File: src/csma_ca_channel_access_top_defines.svh
// assertion macros for the channel access controller
// expects signals named clock and reset in the including module
`ifndef CSMA_CA_CHANNEL_ACCESS_TOP_DEFINES_SVH
`define CSMA_CA_CHANNEL_ACCESS_TOP_DEFINES_SVH

`ifndef SYNTH
`define CSMA_ASSERT(label, prop, msg) \
   label: assert property (@(posedge clock) disable iff (reset) prop) else $error(msg);
`define CSMA_ASSERT_RST(label, prop, msg) \
   label: assert property (@(posedge clock) prop) else $error(msg);
`else
`define CSMA_ASSERT(label, prop, msg)
`define CSMA_ASSERT_RST(label, prop, msg)
`endif

`endif

File: src/csma_pkg.sv
// shared types, codes and constants of the channel access controller
// no dependencies
`default_nettype none

package csma_pkg;

   localparam int GUARD_TICKS = 5;
   localparam int DIV_W       = 16;
   localparam int DIV_CNT_W   = $clog2(DIV_W + 1);

   typedef logic [1:0]        command_type;
   typedef logic [14:0]       ticks_type;
   typedef logic [7:0]        length_type;
   typedef logic signed [8:0] dbm_type;
   typedef logic [31:0]       timer_type;
   typedef logic [15:0]       random_type;
   typedef logic [2:0]        action_type;
   typedef logic [1:0]        csr_index_type;
   typedef logic [8:0]        csr_data_type;

   localparam command_type CMD_START  = 2'd0;
   localparam command_type CMD_RSSI   = 2'd1;
   localparam command_type CMD_FINISH = 2'd2;

   localparam action_type ACT_NONE = 3'd0;
   localparam action_type ACT_WAIT = 3'd1;
   localparam action_type ACT_TX   = 3'd2;
   localparam action_type ACT_FAIL = 3'd3;
   localparam action_type ACT_DONE = 3'd4;

   localparam logic [1:0] MODE_UNCHECKED = 2'd0;
   localparam logic [1:0] MODE_FIXED     = 2'd1;
   localparam logic [1:0] MODE_RANDOM    = 2'd2;
   localparam logic [1:0] MODE_HALVING   = 2'd3;

   localparam logic [1:0] RC_LOW    = 2'd0;
   localparam logic [1:0] RC_NORMAL = 2'd1;
   localparam logic [1:0] RC_HIGH   = 2'd2;

   localparam csr_index_type REG_THRESHOLD = 2'd0;
   localparam csr_index_type REG_MODE      = 2'd1;
   localparam csr_index_type REG_RATE      = 2'd2;

   localparam dbm_type         THRESHOLD_RESET = -9'sd86;
   localparam ticks_type       CCA_GAP         = 15'd5;
   localparam logic [DIV_W-1:0] RATE_LOW       = 16'd1;
   localparam logic [DIV_W-1:0] RATE_NORMAL    = 16'd6;
   localparam logic [DIV_W-1:0] RATE_HIGH      = 16'd20;

   typedef enum logic [1:0] {
      PH_IDLE,
      PH_CCA1,
      PH_CCA2,
      PH_TX
   } phase_type;

   typedef enum logic [3:0] {
      ST_IDLE,
      ST_EXEC,
      ST_AIR,
      ST_BUSY,
      ST_OFFSET,
      ST_SLOTS,
      ST_MOD,
      ST_MUL,
      ST_ARM
   } state_type;

   typedef struct packed {
      logic             start;
      logic [DIV_W-1:0] dividend;
      logic [DIV_W-1:0] divisor;
   } div_req_type;

   typedef struct packed {
      logic             done;
      logic             busy;
      logic [DIV_W-1:0] quotient;
      logic [DIV_W-1:0] remainder;
   } div_rsp_type;

endpackage

`default_nettype wire

File: src/csma_if.sv
// request and response channel interfaces of the channel access controller
// depends on csma_pkg
`default_nettype none

interface csma_req_if;
   import csma_pkg::*;

   logic        valid;
   logic        ready;
   command_type command;
   ticks_type   time_budget;
   length_type  frame_length;
   dbm_type     rssi_sample;
   timer_type   timer_now;
   random_type  random_word;

   modport source (
      output valid, command, time_budget, frame_length, rssi_sample, timer_now,
             random_word,
      input  ready
   );
   modport sink (
      input  valid, command, time_budget, frame_length, rssi_sample, timer_now,
             random_word,
      output ready
   );
endinterface

interface csma_rsp_if;
   import csma_pkg::*;

   logic       valid;
   logic       ready;
   action_type action;
   ticks_type  delay_ticks;
   logic       busy_res;

   modport source (
      output valid, action, delay_ticks, busy_res,
      input  ready
   );
   modport sink (
      input  valid, action, delay_ticks, busy_res,
      output ready
   );
endinterface

`default_nettype wire

File: src/csma_div.sv
// shared radix-2 restoring divider, one quotient bit per cycle
// depends on csma_pkg
`default_nettype none

module csma_div (
   input  logic                  clock,
   input  logic                  reset,
   input  csma_pkg::div_req_type div_req,
   output csma_pkg::div_rsp_type div_rsp
);
   import csma_pkg::*;

   logic [DIV_W-1:0]     rem_ff, rem_in;
   logic [DIV_W-1:0]     quo_ff, quo_in;
   logic [DIV_W-1:0]     dsr_ff, dsr_in;
   logic [DIV_CNT_W-1:0] count_ff, count_in;
   logic                 done_ff, done_in;
   logic [DIV_W:0]       shifted;
   logic [DIV_W:0]       trial;

   always_comb begin
      shifted  = {rem_ff, quo_ff[DIV_W-1]};
      trial    = shifted - {1'b0, dsr_ff};
      rem_in   = rem_ff;
      quo_in   = quo_ff;
      dsr_in   = dsr_ff;
      count_in = count_ff;
      done_in  = 1'b0;
      if (div_req.start) begin
         rem_in   = '0;
         quo_in   = div_req.dividend;
         dsr_in   = div_req.divisor;
         count_in = DIV_CNT_W'(DIV_W);
      end else if (count_ff != '0) begin
         if (trial[DIV_W]) begin
            rem_in = shifted[DIV_W-1:0];
            quo_in = {quo_ff[DIV_W-2:0], 1'b0};
         end else begin
            rem_in = trial[DIV_W-1:0];
            quo_in = {quo_ff[DIV_W-2:0], 1'b1};
         end
         count_in = count_ff - 1'b1;
         done_in  = (count_ff == DIV_CNT_W'(1));
      end
   end

   always_ff @(posedge clock) begin
      if (reset) begin
         count_ff <= '0;
         done_ff  <= 1'b0;
      end else begin
         count_ff <= count_in;
         done_ff  <= done_in;
      end
      rem_ff <= rem_in;
      quo_ff <= quo_in;
      dsr_ff <= dsr_in;
   end

   assign div_rsp.done      = done_ff;
   assign div_rsp.busy      = (count_ff != '0);
   assign div_rsp.quotient  = quo_ff;
   assign div_rsp.remainder = rem_ff;

endmodule

`default_nettype wire

File: src/csma_ca_channel_access_top.sv
// top level of the csma-ca channel access controller: sequencer and state
// depends on csma_pkg, csma_if, csma_div and the assertion macro header
//
// Handles one request transfer at a time; req ready is low from acceptance until the
// response is stored in the output register, and also while a stored response has not been
// taken. Every division (air time, slot count, random pick modulo slot count or half slot)
// goes through one shared radix-2 divider. An rssi sample that finds the channel clear, a
// finish, or an ignored command is answered from the decode state. A start divides for air
// time, then by mode arms at once, draws a random slot or a random offset under the halved
// window; a busy sample checks the guard time, then does the same. Fixed slot mode starts
// with offset 0 and uses random slots on retries. There is no clearing pass after reset.
`default_nettype none
`include "csma_ca_channel_access_top_defines.svh"

module csma_ca_channel_access_top (
   input  logic                    clock,
   input  logic                    reset,
   csma_req_if.sink                req_ch,
   csma_rsp_if.source              rsp_ch,
   input  logic                    csr_we,
   input  csma_pkg::csr_index_type csr_index,
   input  csma_pkg::csr_data_type  csr_wdata
);
   import csma_pkg::*;

   // configuration
   dbm_type     thr_ff;
   logic [1:0]  mode_ff;
   logic [1:0]  rclass_ff;

   // sequencer and protocol state
   state_type   state_ff, state_in;
   phase_type   phase_ff, phase_in;
   logic [8:0]  air_time_ff, air_time_in;
   ticks_type   window_ff, window_in;
   ticks_type   first_window_ff, first_window_in;
   ticks_type   time_left_ff, time_left_in;
   logic [4:0]  halving_ff, halving_in;
   timer_type   sense_start_ff, sense_start_in;
   timer_type   elapsed_ff, elapsed_in;
   ticks_type   off_ff, off_in;
   logic        retry_ff, retry_in;
   logic        mul_ff, mul_in;

   // latched request
   command_type cmd_ff, cmd_in;
   ticks_type   budget_ff, budget_in;
   length_type  flen_ff, flen_in;
   dbm_type     rssi_ff, rssi_in;
   timer_type   now_ff, now_in;
   random_type  rnd_ff, rnd_in;

   // output register
   logic        rsp_valid_ff, rsp_valid_in;
   action_type  action_ff, action_in;
   ticks_type   delay_ff, delay_in;
   logic        busy_ff, busy_in;

   div_req_type div_req;
   div_rsp_type div_rsp;

   logic             req_fire;
   logic             start_ok;
   logic             in_cca;
   logic             clear;
   logic             busy_sense;
   logic [8:0]       air_q;
   logic             air_fail;
   logic             guard_fail;
   logic             use_slots;
   logic             use_halving;
   logic [5:0]       shift_amt;
   logic [DIV_W-1:0] half_slot;
   logic [DIV_W-1:0] rate_w;
   logic [23:0]      product;

   csma_div u_div (
      .clock   (clock),
      .reset   (reset),
      .div_req (div_req),
      .div_rsp (div_rsp)
   );

   assign req_fire     = req_ch.valid && req_ch.ready;
   assign req_ch.ready = (state_ff == ST_IDLE) && (!rsp_valid_ff || rsp_ch.ready);

   assign rsp_ch.valid       = rsp_valid_ff;
   assign rsp_ch.action      = action_ff;
   assign rsp_ch.delay_ticks = delay_ff;
   assign rsp_ch.busy_res    = busy_ff;

   // decode helpers
   always_comb begin
      start_ok    = (cmd_ff == CMD_START) && (phase_ff == PH_IDLE);
      in_cca      = (phase_ff == PH_CCA1) || (phase_ff == PH_CCA2);
      clear       = (rssi_ff <= thr_ff);
      busy_sense  = (cmd_ff == CMD_RSSI) && in_cca && !clear;
      air_q       = {1'b0, div_rsp.quotient[7:0]} + 9'd1;
      air_fail    = (budget_ff <= 15'(air_q));
      guard_fail  = (({1'b0, elapsed_ff} + 33'(GUARD_TICKS)) > {18'd0, time_left_ff});
      use_slots   = (mode_ff == MODE_RANDOM) || ((mode_ff == MODE_FIXED) && retry_ff);
      use_halving = (mode_ff == MODE_HALVING);
      shift_amt   = {1'b0, halving_ff} + 6'd1;
      half_slot   = {1'b0, first_window_ff} >> shift_amt;
      product     = off_ff * air_time_ff;
      case (rclass_ff)
         RC_LOW:    rate_w = RATE_LOW;
         RC_NORMAL: rate_w = RATE_NORMAL;
         RC_HIGH:   rate_w = RATE_HIGH;
         default:   rate_w = RATE_NORMAL;
      endcase
   end

   // next state
   always_comb begin
      state_in = state_ff;
      case (state_ff)
         ST_IDLE: begin
            if (req_fire) state_in = ST_EXEC;
         end
         ST_EXEC: begin
            if (start_ok) state_in = ST_AIR;
            else if (busy_sense) state_in = ST_BUSY;
            else state_in = ST_IDLE;
         end
         ST_AIR: begin
            if (div_rsp.done) state_in = air_fail ? ST_IDLE : ST_OFFSET;
         end
         ST_BUSY: begin
            state_in = guard_fail ? ST_IDLE : ST_OFFSET;
         end
         ST_OFFSET: begin
            if (use_slots && (air_time_ff != '0)) state_in = ST_SLOTS;
            else if (use_halving && (half_slot != '0)) state_in = ST_MOD;
            else state_in = ST_ARM;
         end
         ST_SLOTS: begin
            if (div_rsp.done) state_in = (div_rsp.quotient == '0) ? ST_ARM : ST_MOD;
         end
         ST_MOD: begin
            if (div_rsp.done) state_in = mul_ff ? ST_MUL : ST_ARM;
         end
         ST_MUL:  state_in = ST_ARM;
         ST_ARM:  state_in = ST_IDLE;
         default: state_in = ST_IDLE;
      endcase
   end

   // datapath and outputs
   always_comb begin
      phase_in        = phase_ff;
      air_time_in     = air_time_ff;
      window_in       = window_ff;
      first_window_in = first_window_ff;
      time_left_in    = time_left_ff;
      halving_in      = halving_ff;
      sense_start_in  = sense_start_ff;
      elapsed_in      = elapsed_ff;
      off_in          = off_ff;
      retry_in        = retry_ff;
      mul_in          = mul_ff;
      cmd_in          = cmd_ff;
      budget_in       = budget_ff;
      flen_in         = flen_ff;
      rssi_in         = rssi_ff;
      now_in          = now_ff;
      rnd_in          = rnd_ff;
      rsp_valid_in    = rsp_valid_ff && !rsp_ch.ready;
      action_in       = action_ff;
      delay_in        = delay_ff;
      busy_in         = busy_ff;
      div_req         = '0;

      case (state_ff)
         ST_IDLE: begin
            if (req_fire) begin
               cmd_in    = req_ch.command;
               budget_in = req_ch.time_budget;
               flen_in   = req_ch.frame_length;
               rssi_in   = req_ch.rssi_sample;
               now_in    = req_ch.timer_now;
               rnd_in    = req_ch.random_word;
            end
         end
         ST_EXEC: begin
            action_in = ACT_NONE;
            delay_in  = '0;
            if (start_ok) begin
               div_req.start    = 1'b1;
               div_req.dividend = {8'd0, flen_ff};
               div_req.divisor  = rate_w;
               retry_in         = 1'b0;
            end else if (busy_sense) begin
               elapsed_in = now_ff - sense_start_ff;
               retry_in   = 1'b1;
            end else begin
               if ((cmd_ff == CMD_RSSI) && in_cca) begin
                  if (phase_ff == PH_CCA1) begin
                     phase_in  = PH_CCA2;
                     action_in = ACT_WAIT;
                     delay_in  = CCA_GAP;
                  end else begin
                     phase_in  = PH_TX;
                     action_in = ACT_TX;
                  end
               end else if ((cmd_ff == CMD_FINISH) && (phase_ff == PH_TX)) begin
                  phase_in  = PH_IDLE;
                  action_in = ACT_DONE;
               end
               rsp_valid_in = 1'b1;
               busy_in      = (phase_in != PH_IDLE);
            end
         end
         ST_AIR: begin
            if (div_rsp.done) begin
               air_time_in    = air_q;
               sense_start_in = now_ff;
               window_in      = budget_ff - 15'(air_q);
               if (air_fail) begin
                  rsp_valid_in = 1'b1;
                  action_in    = ACT_FAIL;
                  delay_in     = '0;
                  busy_in      = 1'b0;
               end else if (use_halving) begin
                  halving_in      = '0;
                  first_window_in = budget_ff - 15'(air_q);
               end
            end
         end
         ST_BUSY: begin
            if (guard_fail) begin
               phase_in     = PH_IDLE;
               rsp_valid_in = 1'b1;
               action_in    = ACT_FAIL;
               delay_in     = '0;
               busy_in      = 1'b0;
            end else begin
               window_in      = time_left_ff - elapsed_ff[14:0];
               sense_start_in = now_ff;
               if (use_halving && (halving_ff != 5'd31)) halving_in = halving_ff + 5'd1;
            end
         end
         ST_OFFSET: begin
            off_in = '0;
            if (use_slots && (air_time_ff != '0)) begin
               div_req.start    = 1'b1;
               div_req.dividend = {1'b0, window_ff};
               div_req.divisor  = {7'd0, air_time_ff};
            end else if (use_halving && (half_slot != '0)) begin
               div_req.start    = 1'b1;
               div_req.dividend = rnd_ff;
               div_req.divisor  = half_slot;
               mul_in           = 1'b0;
            end
         end
         ST_SLOTS: begin
            if (div_rsp.done && (div_rsp.quotient != '0)) begin
               div_req.start    = 1'b1;
               div_req.dividend = rnd_ff;
               div_req.divisor  = div_rsp.quotient;
               mul_in           = 1'b1;
            end
         end
         ST_MOD: begin
            if (div_rsp.done) off_in = div_rsp.remainder[14:0];
         end
         ST_MUL: begin
            off_in = product[14:0];
         end
         ST_ARM: begin
            time_left_in = window_ff - off_ff;
            phase_in     = PH_CCA1;
            rsp_valid_in = 1'b1;
            action_in    = ACT_WAIT;
            delay_in     = off_ff;
            busy_in      = 1'b1;
         end
         default: begin
         end
      endcase
   end

   always_ff @(posedge clock) begin
      if (reset) begin
         thr_ff          <= THRESHOLD_RESET;
         mode_ff         <= MODE_UNCHECKED;
         rclass_ff       <= RC_NORMAL;
         state_ff        <= ST_IDLE;
         phase_ff        <= PH_IDLE;
         air_time_ff     <= '0;
         window_ff       <= '0;
         first_window_ff <= '0;
         time_left_ff    <= '0;
         halving_ff      <= '0;
         sense_start_ff  <= '0;
         retry_ff        <= 1'b0;
         mul_ff          <= 1'b0;
         rsp_valid_ff    <= 1'b0;
      end else begin
         if (csr_we) begin
            case (csr_index)
               REG_THRESHOLD: thr_ff    <= csr_wdata;
               REG_MODE:      mode_ff   <= csr_wdata[1:0];
               REG_RATE:      rclass_ff <= csr_wdata[1:0];
               default: begin
               end
            endcase
         end
         state_ff        <= state_in;
         phase_ff        <= phase_in;
         air_time_ff     <= air_time_in;
         window_ff       <= window_in;
         first_window_ff <= first_window_in;
         time_left_ff    <= time_left_in;
         halving_ff      <= halving_in;
         sense_start_ff  <= sense_start_in;
         retry_ff        <= retry_in;
         mul_ff          <= mul_in;
         rsp_valid_ff    <= rsp_valid_in;
      end
      elapsed_ff <= elapsed_in;
      off_ff     <= off_in;
      cmd_ff     <= cmd_in;
      budget_ff  <= budget_in;
      flen_ff    <= flen_in;
      rssi_ff    <= rssi_in;
      now_ff     <= now_in;
      rnd_ff     <= rnd_in;
      action_ff  <= action_in;
      delay_ff   <= delay_in;
      busy_ff    <= busy_in;
   end

   `CSMA_ASSERT(a_div_start_free, div_req.start |-> !div_rsp.busy, "divider restarted while busy")
   `CSMA_ASSERT(a_fire_exec, req_fire |=> (state_ff == ST_EXEC), "accepted transfer not decoded")
   `CSMA_ASSERT(a_wait_busy, (rsp_valid_ff && (action_ff == ACT_WAIT)) |-> busy_ff, "wait response without busy")
   `CSMA_ASSERT_RST(a_reset_clean, reset |=> (!rsp_valid_ff && (state_ff == ST_IDLE)), "reset left work pending")

endmodule

`default_nettype wire
File: src/flat_wrapper.sv
// flat-port wrapper written by rule: the top's interface ports become plain ports
module csma_ca_channel_access_top_flat import csma_pkg::*;
  (clock, reset, csr_we, csr_index, csr_wdata, req_ch_valid, req_ch_command, req_ch_time_budget, req_ch_frame_length, req_ch_rssi_sample, req_ch_timer_now, req_ch_random_word, req_ch_ready, rsp_ch_valid, rsp_ch_action, rsp_ch_delay_ticks, rsp_ch_busy_res, rsp_ch_ready);
  csma_req_if req_ch_i ();
  csma_rsp_if rsp_ch_i ();
  input  logic clock;
  input  logic reset;
  input  logic csr_we;
  input  csma_pkg::csr_index_type csr_index;
  input  csma_pkg::csr_data_type csr_wdata;
  input wire logic [$bits(req_ch_i.valid)-1:0] req_ch_valid;
  input wire logic [$bits(req_ch_i.command)-1:0] req_ch_command;
  input wire logic [$bits(req_ch_i.time_budget)-1:0] req_ch_time_budget;
  input wire logic [$bits(req_ch_i.frame_length)-1:0] req_ch_frame_length;
  input wire logic [$bits(req_ch_i.rssi_sample)-1:0] req_ch_rssi_sample;
  input wire logic [$bits(req_ch_i.timer_now)-1:0] req_ch_timer_now;
  input wire logic [$bits(req_ch_i.random_word)-1:0] req_ch_random_word;
  output wire logic [$bits(req_ch_i.ready)-1:0] req_ch_ready;
  output wire logic [$bits(rsp_ch_i.valid)-1:0] rsp_ch_valid;
  output wire logic [$bits(rsp_ch_i.action)-1:0] rsp_ch_action;
  output wire logic [$bits(rsp_ch_i.delay_ticks)-1:0] rsp_ch_delay_ticks;
  output wire logic [$bits(rsp_ch_i.busy_res)-1:0] rsp_ch_busy_res;
  input wire logic [$bits(rsp_ch_i.ready)-1:0] rsp_ch_ready;
  assign req_ch_i.valid = req_ch_valid;
  assign req_ch_i.command = req_ch_command;
  assign req_ch_i.time_budget = req_ch_time_budget;
  assign req_ch_i.frame_length = req_ch_frame_length;
  assign req_ch_i.rssi_sample = req_ch_rssi_sample;
  assign req_ch_i.timer_now = req_ch_timer_now;
  assign req_ch_i.random_word = req_ch_random_word;
  assign req_ch_ready = req_ch_i.ready;
  assign rsp_ch_valid = rsp_ch_i.valid;
  assign rsp_ch_action = rsp_ch_i.action;
  assign rsp_ch_delay_ticks = rsp_ch_i.delay_ticks;
  assign rsp_ch_busy_res = rsp_ch_i.busy_res;
  assign rsp_ch_i.ready = rsp_ch_ready;
  csma_ca_channel_access_top u_core (.clock(clock), .reset(reset), .req_ch(req_ch_i), .rsp_ch(rsp_ch_i), .csr_we(csr_we), .csr_index(csr_index), .csr_wdata(csr_wdata));
endmodule
File: config.mk
export PLATFORM = sky130hd
export DESIGN_NAME = csma_ca_channel_access_top_flat
export DESIGN_NICKNAME = d
export VERILOG_FILES = /design/src/csma_pkg.sv /design/src/csma_if.sv /design/src/csma_div.sv /design/src/csma_ca_channel_access_top.sv /design/src/flat_wrapper.sv
export VERILOG_INCLUDE_DIRS = /design/src /design/src/src
export SDC_FILE = /design/constraint.sdc
export NUM_CORES = 1
export LEC_CHECK = 0
export BUFFER_PORTS_ARGS = -buffer_cell sky130_fd_sc_hd__buf_4
export CAP_MARGIN = 20
export CORE_MARGIN = 4
export CORE_UTILIZATION = 49
export CTS_CLUSTER_DIAMETER = 80
export DETAILED_ROUTE_END_ITERATION = 6
export PLACE_DENSITY = 0.66
export SYNTH_ARGS = -nofsm -noshare
export SYNTH_HDL_FRONTEND = slang
export SYNTH_SLANG_ARGS = --single-unit
File: constraint.sdc
create_clock -name clock -period 13.83 [get_ports clock]
set_clock_uncertainty 0.05 [all_clocks]
set_input_delay 0 -clock clock [delete_from_list [all_inputs] [get_ports clock]]
set_output_delay 0 -clock clock [all_outputs]
set_load 0.005 [all_outputs]
Yosys cells after proc, flatten, opt, wreduce, memory -nomap -nowiden
Index checks and enable logic that the tools add are counted.
- bits in registers: 315
- input port bits: 98
- output and inout bits: 21
- word-level logic and storage cells: 223
- add/subtract/negate cells: 10
- multipliers: 1
- order comparisons: 3
- equal/unequal tests: 36
- shift-type cells: 1
- multiplexer cells: 84
- bitwise operators: 3
- reduce and logical (&&, ||, !) cells: 54
- operator list (kind ; count):
    15-bit two-way mux ; 9
    33-bit two-way mux ; 4
    33-bit case mux with 3 select lines ; 1
    32-bit two-way mux ; 2
    32-bit case mux with 2 select lines ; 1
    15-bit case mux with 4 select lines ; 1
    16-bit two-way mux ; 3
    15-bit case mux with 3 select lines ; 1
    4-bit two-way mux ; 9
    5-bit two-way mux ; 7
    32-bit by 3-bit adder with 33-bit output (second input constant) ; 1
    33-bit by 15-bit > comparator with 1-bit output ; 1
    4-bit case mux with 8 select lines ; 1
    16-bit nonzero test ; 2
    32-bit subtractor ; 1
    3-bit two-way mux ; 10
    15-bit case mux with 2 select lines ; 1
    15-bit subtractor ; 2
    2-bit two-way mux ; 10
    5-bit case mux with 2 select lines ; 2
    4-bit AND reduction ; 5
    1-bit two-way mux ; 17
    17-bit by 16-bit subtractor with 17-bit output ; 1
    4-bit by 3-bit equality test with 1-bit output (second input constant) ; 4
    other kinds (39) ; 96

Longest topological paths before layout
Gate-level depths: netlist (run 1).
- word-level depth: 11
- mapped depth: 22
- gate-level depth less buffers: 20

By module
A second synthesis (run 1) with hierarchy kept.
- cell total of the unflattened synthesis: 2235
- area total of the unflattened synthesis: 20952.6 um^2
- modules (own cells, without submodules) (module ; times used ; cells an instance ; area an instance (um^2)):
    csma_ca_channel_access_top ; 1 ; 1925 ; 17849.6
    csma_div ; 1 ; 310 ; 3103.0

Worst setup path before layout (run 1)
No wires, ideal clock.
- path kind: reg2reg
- start: reg u_core.air_time_ff[0]
- end: reg u_core.off_ff[13] (data pin)
- library setup time: 256 ps
- arrival: 4511 ps
- path slack: 9013 ps
- stages on the path, launching flop included: 21
- path buffers: 2
- cell sequence: dfxtp_1 -> clkbuf_1 -> clkbuf_1 -> nand2_1 -> fa_1 -> inv_1 -> fa_1 -> ha_1 -> inv_1 -> fa_1 -> inv_1 -> ha_1 -> a21o_1 -> a21oi_1 -> o21bai_1 -> a21oi_1 -> o21bai_1 -> a211o_1 -> a31oi_1 -> xnor2_1 -> a22o_1
- word-level cells in the longest chain between the ends: 2
- ends and longest elaborated chain (item ; RTL line ; source):
    start, declared ; csma_ca_channel_access_top.sv:34 ; logic [8:0] air_time_ff, air_time_in;
    start signal, assigned ; csma_ca_channel_access_top.sv:311 ; air_time_ff <= air_time_in;
    15-bit by 9-bit multiplier with 15-bit output ; csma_ca_channel_access_top.sv:105 ; product = off_ff * air_time_ff;
    15-bit case mux with 3 select lines ; csma_ca_channel_access_top.sv:174 ; case (state_ff)
    via u_core.off_in[13] ; csma_ca_channel_access_top.sv:41 ; ticks_type off_ff, off_in;
    end signal, assigned ; csma_ca_channel_access_top.sv:322 ; off_ff <= off_in;
    end, declared ; csma_ca_channel_access_top.sv:41 ;
The timed path passes the listed nets, and every way through them passes these cells.
A chain may end at the register's enable or synchronous reset.

Worst setup path in the final report (run 1)
- start: reg u_core.air_time_ff[2]
- end: reg u_core.off_ff[13] (data pin)
The elaborated chain is that of the path after synthesis.

==> impl_metrics.env, run 1 <==
export IMPL_die_area_sq_um=46100
export IMPL_worst_endpoint_required_ps=14080
export IMPL_io_buffers=118
export IMPL_cts_root_buf="clkbuf_16"
export IMPL_synth_edf_count=180
export IMPL_relSlewSlack_pct=26.5
export IMPL_maxSlewViolCount=0
export IMPL_fmax_ghz=0.191
export IMPL_initial_core_util_pct=49.7
export IMPL_rows=75
export IMPL_hpwl_um=41600
export IMPL_yosysTopAreaCell="edfxtp_1"
export IMPL_num_vias=17000
export IMPL_grt_pass1_wl_um=89600
export IMPL_setup_worst_path_end_class="flop"
export IMPL_fin_crit_ps=5240
export IMPL_post_cts_buffers=0
export IMPL_cts_buffers=38
export IMPL_ys_seq_area_share_pct=38.6
export IMPL_critPathKind="reg -> reg"
export IMPL_coreArea_sq_um=42100
export IMPL_ys_ff_latch=314
export IMPL_drt_wirelength_per_cell_um=19.0
export IMPL_worstPathArrival_ps=5490
export IMPL_clock_sinks=314
export IMPL_overflow=0
export IMPL_path_cells="nand2_1 > fa_1 > inv_1 > fa_1 > ha_1 > inv_1 > fa_1 > inv_1 > ha_1 > a21o_1 > a21oi_1 > o21bai_1 > a21oi_1 > o21bai_1 > a211o_1 > a31oi_1 > xnor2_1 > a22o_1"
export IMPL_cts_buffer_depth=3
export IMPL_run_status="complete, no violations"
export IMPL_stdcell_count=2970
export IMPL_grtUsageMet2_pct=40.2
export IMPL_crit_fanout=16
export IMPL_ys_top_cells_by_area="edfxtp_1 (26%), dfxtp_1 (13%), ha_1 (8.5%)"
export IMPL_slowest_stage="dfxtp_1"
export IMPL_syn_nets=2502
export IMPL_avgSynthCellArea_sq_um=9.53
export IMPL_yosysTopAreaCellShare_pct=25.8
export IMPL_dp_cells=2783
export IMPL_setup_viol=0
export IMPL_grtUsageTotal_pct=23.8
export IMPL_hold_viol_final=0
export IMPL_dr_pass1_iters=6
export IMPL_finalSetupTns_ps=0
export IMPL_drc=0
export IMPL_drt_iter0_markers=1295
export IMPL_clock_latency_ps=550
export IMPL_ys_flop_type="edfxtp_1"
export IMPL_die_h_um=215
export IMPL_ant_nets=0
export IMPL_die_x_um=215
export IMPL_async_reset_ff_share_pct=0
export IMPL_critPathLaunchType="flop"
export IMPL_grt_use_met3_pct=3.81
export IMPL_post_synth_num_cell_types=78
export IMPL_place_gp_congestion=0.948
export IMPL_cts_tree="built"
export IMPL_fin_crit_sh_pct=37.9
export IMPL_synthCells=2197
export IMPL_max_stage_delay_ps=720
export IMPL_rsz0062_at_grt="false"
export IMPL_grt_busiest_layer="met2"
export IMPL_grt_max_degree=83
export IMPL_htreeDepth=2
export IMPL_synth_cell_area_sq_um=20900
export IMPL_vias_per_cell=5.71
export IMPL_ioPinCount=119
export IMPL_maxCapViolations=0
export IMPL_syn_to_final_growth_pct=18.8
export IMPL_ir_worst_vdd_uv=110
export IMPL_power_density_nw_per_um2=130
export IMPL_worstHoldPathType="in -> reg"
export IMPL_drt_total_wl_um=56400
export IMPL_nets=2706
export IMPL_drive_gt1_share_pct=10.2
export IMPL_worst_pin_slew_ps=1100
export IMPL_grt_pass1_vias=16700
export IMPL_antenna_found_initial=0
export IMPL_diodes=0
export IMPL_gr_usage_met1_pct=32.1
export IMPL_p_leak_nw=10.3
export IMPL_clkTransAtPathRegs_ps=60
export IMPL_yosys_warnings=0
-- per-layer routing --
metal / vias up / part of all wire, %
li1: 8183 / -
met2: 505 / 48
met4: 0 / 2.2
met5: - / 0
met1: 8194 / 44
met3: 82 / 6.1
-- final timing paths --
| kind | start | end | slack (ps) | cells past startpoint |
|---|---|---|---|---|
| min reg2reg | u_core.retry_ff | u_core.retry_ff | 440 | 2 |
| max reg2reg | u_core.air_time_ff[2] | u_core.off_ff[13] | 8590 | 18 |
| min | csr_we | u_core.thr_ff[0] | 50 | 4 |
| max | u_core.air_time_ff[2] | u_core.off_ff[13] | 8590 | 18 |
-- report_power, final --
group	switching (W)	internal [W]	total, W	leakage [nW]
logic	0.000539	0.000399	0.000938	6.84
registers	0.000117	0.00113	0.00125	2.80
clock network	0.000396	0.000661	0.00106	0.662
total	0.00105	0.00219	0.00324	10.3
-- layout by cell type, fill, tap and decap left out, types with 20 or more instances in the layout --
cell type,synthesis,layout
inv_1,223,223
nor2_1,190,190
nand2_1,185,185
edfxtp_1,180,180
ha_1,142,142
buf_4,0,135
dfxtp_1,134,134
dlygate4sd3_1,0,112
a21oi_1,106,106
xnor2_1,90,90
o21ai_0,88,88
mux2i_1,85,85
fa_1,65,65
and2_1,59,58
nor3_1,58,56
nand3_1,41,41
clkbuf_16,0,41
nor2b_1,31,31
xor2_1,31,31
a211oi_1,31,31
nand2b_1,28,28
a31oi_1,23,23
or3_1,20,20
a22o_1,20,20
nand4_1,20,20
-- synthesized netlist by cell type, types with 11 or more instances --
cell,count
inv_1,223
nor2_1,190
nand2_1,185
edfxtp_1,180
ha_1,142
dfxtp_1,134
a21oi_1,106
xnor2_1,90
o21ai_0,88
mux2i_1,85
clkbuf_1,68
fa_1,65
and2_1,59
nor3_1,58
nand3_1,41
a211oi_1,31
nor2b_1,31
xor2_1,31
nand2b_1,28
a31oi_1,23
a22o_1,20
nand4_1,20
or3_1,20
a21o_1,19
o21a_1,19
and3_1,13
buf_2,13
nand3b_1,12
nor4_1,12
o211ai_1,12
or2_2,11
-- final cells by class --
class,instances,area [sq um]
Multi-Input combinational cell,1573,11700
Timing Repair Buffer,251,2230
Tap cell,539,674
Clock buffer,57,1170
Fill cell,3581,17300
Clock inverter,13,171
Sequential cell,314,8090
Inverter,223,837
-- critical path, delay by kind of cell (launching register included) --
| family | cells | cell delay [ps] |
|---|---|---|
| AO/OA/AOI/OAI | 8 | 1580 |
| XOR/XNOR | 1 | 110 |
| adder cells (fa/ha/maj) | 5 | 2190 |
| buffers and inverters | 3 | 170 |
| flip-flops | 1 | 720 |
| AND/OR/NAND/NOR | 1 | 170 |
-- metrics by stage --
stage          power (W)  hold slack, ps  instance area, sq um  utilization [%]  worst slack [ps]
5_1_grt          0.00341            81.3                 24900             59.0              8250
4_1_cts          0.00326            2.04                 24800             58.8              8590
2_1_floorplan    0.00188            48.9                 20900                -              9010
3_3_place_gp     0.00214             128                 22300             53.0              8770
6_report         0.00324            48.3                 24900             59.0              8590
3_5_place_dp     0.00216             129                 22300             53.0              8590
-- cell families (layout without fill, tap and decap cells) --
| family | Yosys count | after routing | share of synthesized area (%) |
|---|---|---|---|
| muxes | 102 | 102 | 5.51 |
| DFF | 314 | 314 | 38.6 |
| buffers and inverters | 310 | 544 | 5.64 |
| AOI/OAI and AO/OA | 424 | 424 | 13.5 |
| adders and majority gates | 207 | 207 | 14.7 |
| xor gates and xnor gates | 121 | 121 | 5.06 |
| and+or+nand+nor | 719 | 719 | 17.0 |
-- state kept, by name, indices dropped and copies added (netlist names), 8 cells and up --
signal and count:
u_core.rssi_ff 9, u_core.sense_start_ff 32, u_core.budget_ff 15, u_core.air_time_ff 9, u_core.u_div.rem_ff 16, u_core.rnd_ff 16
u_core.now_ff 32, u_core.u_div.dsr_ff 16, u_core.first_window_ff 14, u_core.elapsed_ff 32, u_core.off_ff 15, u_core.u_div.quo_ff 16
u_core.time_left_ff 15, u_core.window_ff 15, u_core.thr_ff 9, u_core.flen_ff 8, u_core.rsp_ch.delay_ticks 15
-- timing repair --
item,in CTS,in global routing
resized for setup,0,0
hold endpoints to repair,127,0
hold buffers,112,0
No activity file was read; power rests on OpenSTA's default activity.
==> run 2, diff against run 1 <==
- PLACE_DENSITY: 0.66 -> 0.69
- clock period: 13.83 -> 4.25 ns (I/O delays scaled with it)
==> run 2 against run 1 <==
Effect of this change:
- the run now ends with setup timing left
- final cell count up 3.6%
- flip-flop and latch count is the same
- die area unchanged
==> impl_metrics.env, run 2 (synthesized netlist as in run 1, its figures left out) <==
export IMPL_run_status="finished with violations"
export IMPL_violations="setup timing"
export IMPL_p_sw_share_pct=32.9
export IMPL_finalSetupTns_ps=-1090
export IMPL_p_switching_w=0.00348
export IMPL_p_leak_nw=10.8
export IMPL_die_h_um=215
export IMPL_final_common_cell="buf_4"
export IMPL_rsz0062_at_grt="true"
export IMPL_cts_buffers=38
export IMPL_rows=75
export IMPL_maxSlewViolCount=0
export IMPL_power_density_nw_per_um2=409
export IMPL_clock_latency_ps=560
export IMPL_io_buffers=118
export IMPL_worstHoldPathType="in -> reg"
export IMPL_post_dp_cell_area_sq_um=23000
export IMPL_syn_to_final_growth_pct=23.6
export IMPL_cts_root_buf="clkbuf_16"
export IMPL_die_x_um=215
export IMPL_p_seq_share_pct=38.1
export IMPL_ant_nets=0
export IMPL_setup_worst_path_end_class="flop"
export IMPL_grt_pass1_vias=17400
export IMPL_overflow=0
export IMPL_clock_sinks=314
export IMPL_worst_pin_slew_ps=957
export IMPL_drt_iter0_markers=1240
export IMPL_setup_slack_ps=-305
export IMPL_critPathKind="reg -> reg"
export IMPL_dr_pass1_iters=7
export IMPL_comb_power_share_pct=30.2
export IMPL_p_clk_share_pct=31.8
export IMPL_top_regs="u_core.elapsed_ff x32, u_core.now_ff x32, u_core.sense_start_ff x32"
export IMPL_num_vias=17300
export IMPL_cts_buffer_depth=3
export IMPL_worstPathArrival_ps=4820
export IMPL_die_area_sq_um=46100
export IMPL_drc=0
export IMPL_ioPinCount=119
export IMPL_fin_crit_ps=4550
export IMPL_dp_cells=2865
export IMPL_relSlewSlack_pct=36.2
export IMPL_nets=2811
export IMPL_grtUsageTotal_pct=25.1
export IMPL_worst_endpoint_required_ps=4510
export IMPL_setup_viol=6
export IMPL_drt_wirelength_per_cell_um=19.1
export IMPL_drive_gt1_share_pct=16.0
export IMPL_antenna_found_initial=0
export IMPL_grt_pass1_wl_um=93600
export IMPL_stdcell_count=3076
export IMPL_place_gp_congestion=0.931
export IMPL_fillers=3478
export IMPL_most_common_layout_cells="buf_4 (227), inv_1 (210), nor2_1 (190)"
export IMPL_cts_tree="built"
export IMPL_hold_viol_final=0
export IMPL_fmax_ghz=0.220
export IMPL_hpwl_um=43700
export IMPL_drt_total_wl_um=58700
export IMPL_coreArea_sq_um=42100
export IMPL_clkTransAtPathRegs_ps=60
export IMPL_maxCapViolations=0
export IMPL_p_int_w=0.00710
export IMPL_ir_worst_vdd_uv=386
export IMPL_crit_fanout=3
export IMPL_vias_per_cell=5.64
export IMPL_initial_core_util_pct=49.7
export IMPL_fin_area_sq_um=25900
export IMPL_grt_max_degree=84
export IMPL_htreeDepth=2
export IMPL_critPathLaunchType="flop"
export IMPL_fin_crit_sh_pct=107
## run 2: cell count changes in the layout (fill, tap and decap cells not counted), sizes merged
cell / previous run / this run
buf: 139 / 243
dlygate4sd3: 112 / 113
clkinv: 6 / 11
diode: 0 / 2
clkinvlp: 1 / 2
clkbuf: 57 / 50
## run 2: critical path: stages, from the launching register on
cell,delay [ps]
edfxtp_1,390
buf_6,130
nand2_4,50
fa_1,560
inv_1,50
fa_1,430
ha_1,290
inv_1,50
fa_1,500
inv_1,50
ha_1,270
a21o_1,190
a21oi_2,160
o21bai_2,90
a21oi_4,150
o21bai_1,120
a211o_1,270
a31oi_1,200
xnor2_1,100
a22o_1,200
## run 2: cell type report
type	instances	area, sq um	area share [%]
flip-flops and latches	314	8090	31.3
well taps	539	674	2.61
clock inverters	19	215	0.832
repair buffers	356	3050	11.8
inverters	223	837	3.23
multi-input cells	1573	11900	46.1
clock buffers	50	1070	4.13
diodes	2	5.00	0.0193
## run 2: final timing paths
path,end,slack (ps),depth (start not counted),start
max,u_core.off_ff[13],-300,19,u_core.off_ff[5]
max reg2reg,u_core.off_ff[13],-300,19,u_core.off_ff[5]
min reg2reg,u_core.time_left_ff[7],430,2,u_core.time_left_ff[7]
min,u_core.rnd_ff[14],110,2,req_ch_random_word[14]
## run 2: power by group through the flow
stage               clock [W]  sequential [W]  combinational, W
floorplan                   0         0.00392           0.00219
global placement            0         0.00409           0.00298
detailed placement          0         0.00409           0.00307
CTS                   0.00343         0.00403           0.00317
global route          0.00355         0.00406           0.00353
finish                0.00336         0.00403           0.00319
## run 2: timing repair
action                                 CTS  global route
setup endpoints to repair                5            38
endpoints found under the hold margin  125             0
setup buffers                           17            12
resized for setup                       25            35
hold buffers                           113             0
pin swaps                               32            36
## run 2: metrics by stage
stage               total power [W]  util [%]  worst slack, ps  hold slack (ps)
CTS                          0.0106      60.9             -230             81.3
global placement            0.00706      54.6             -346              128
floorplan                   0.00611         -             -119             48.9
detailed placement          0.00716      54.6             -454              129
global route                 0.0111      61.4             -438              107
finish                       0.0106      61.4             -305              113
## run 2: routing by layer
layer / part of all wire (%) / track usage [%]
met1: 44 / 32.7
met2: 47 / 42.1
met3: 5.3 / 3.94
met4: 3.8 / 10.2
met5: 0 / 0
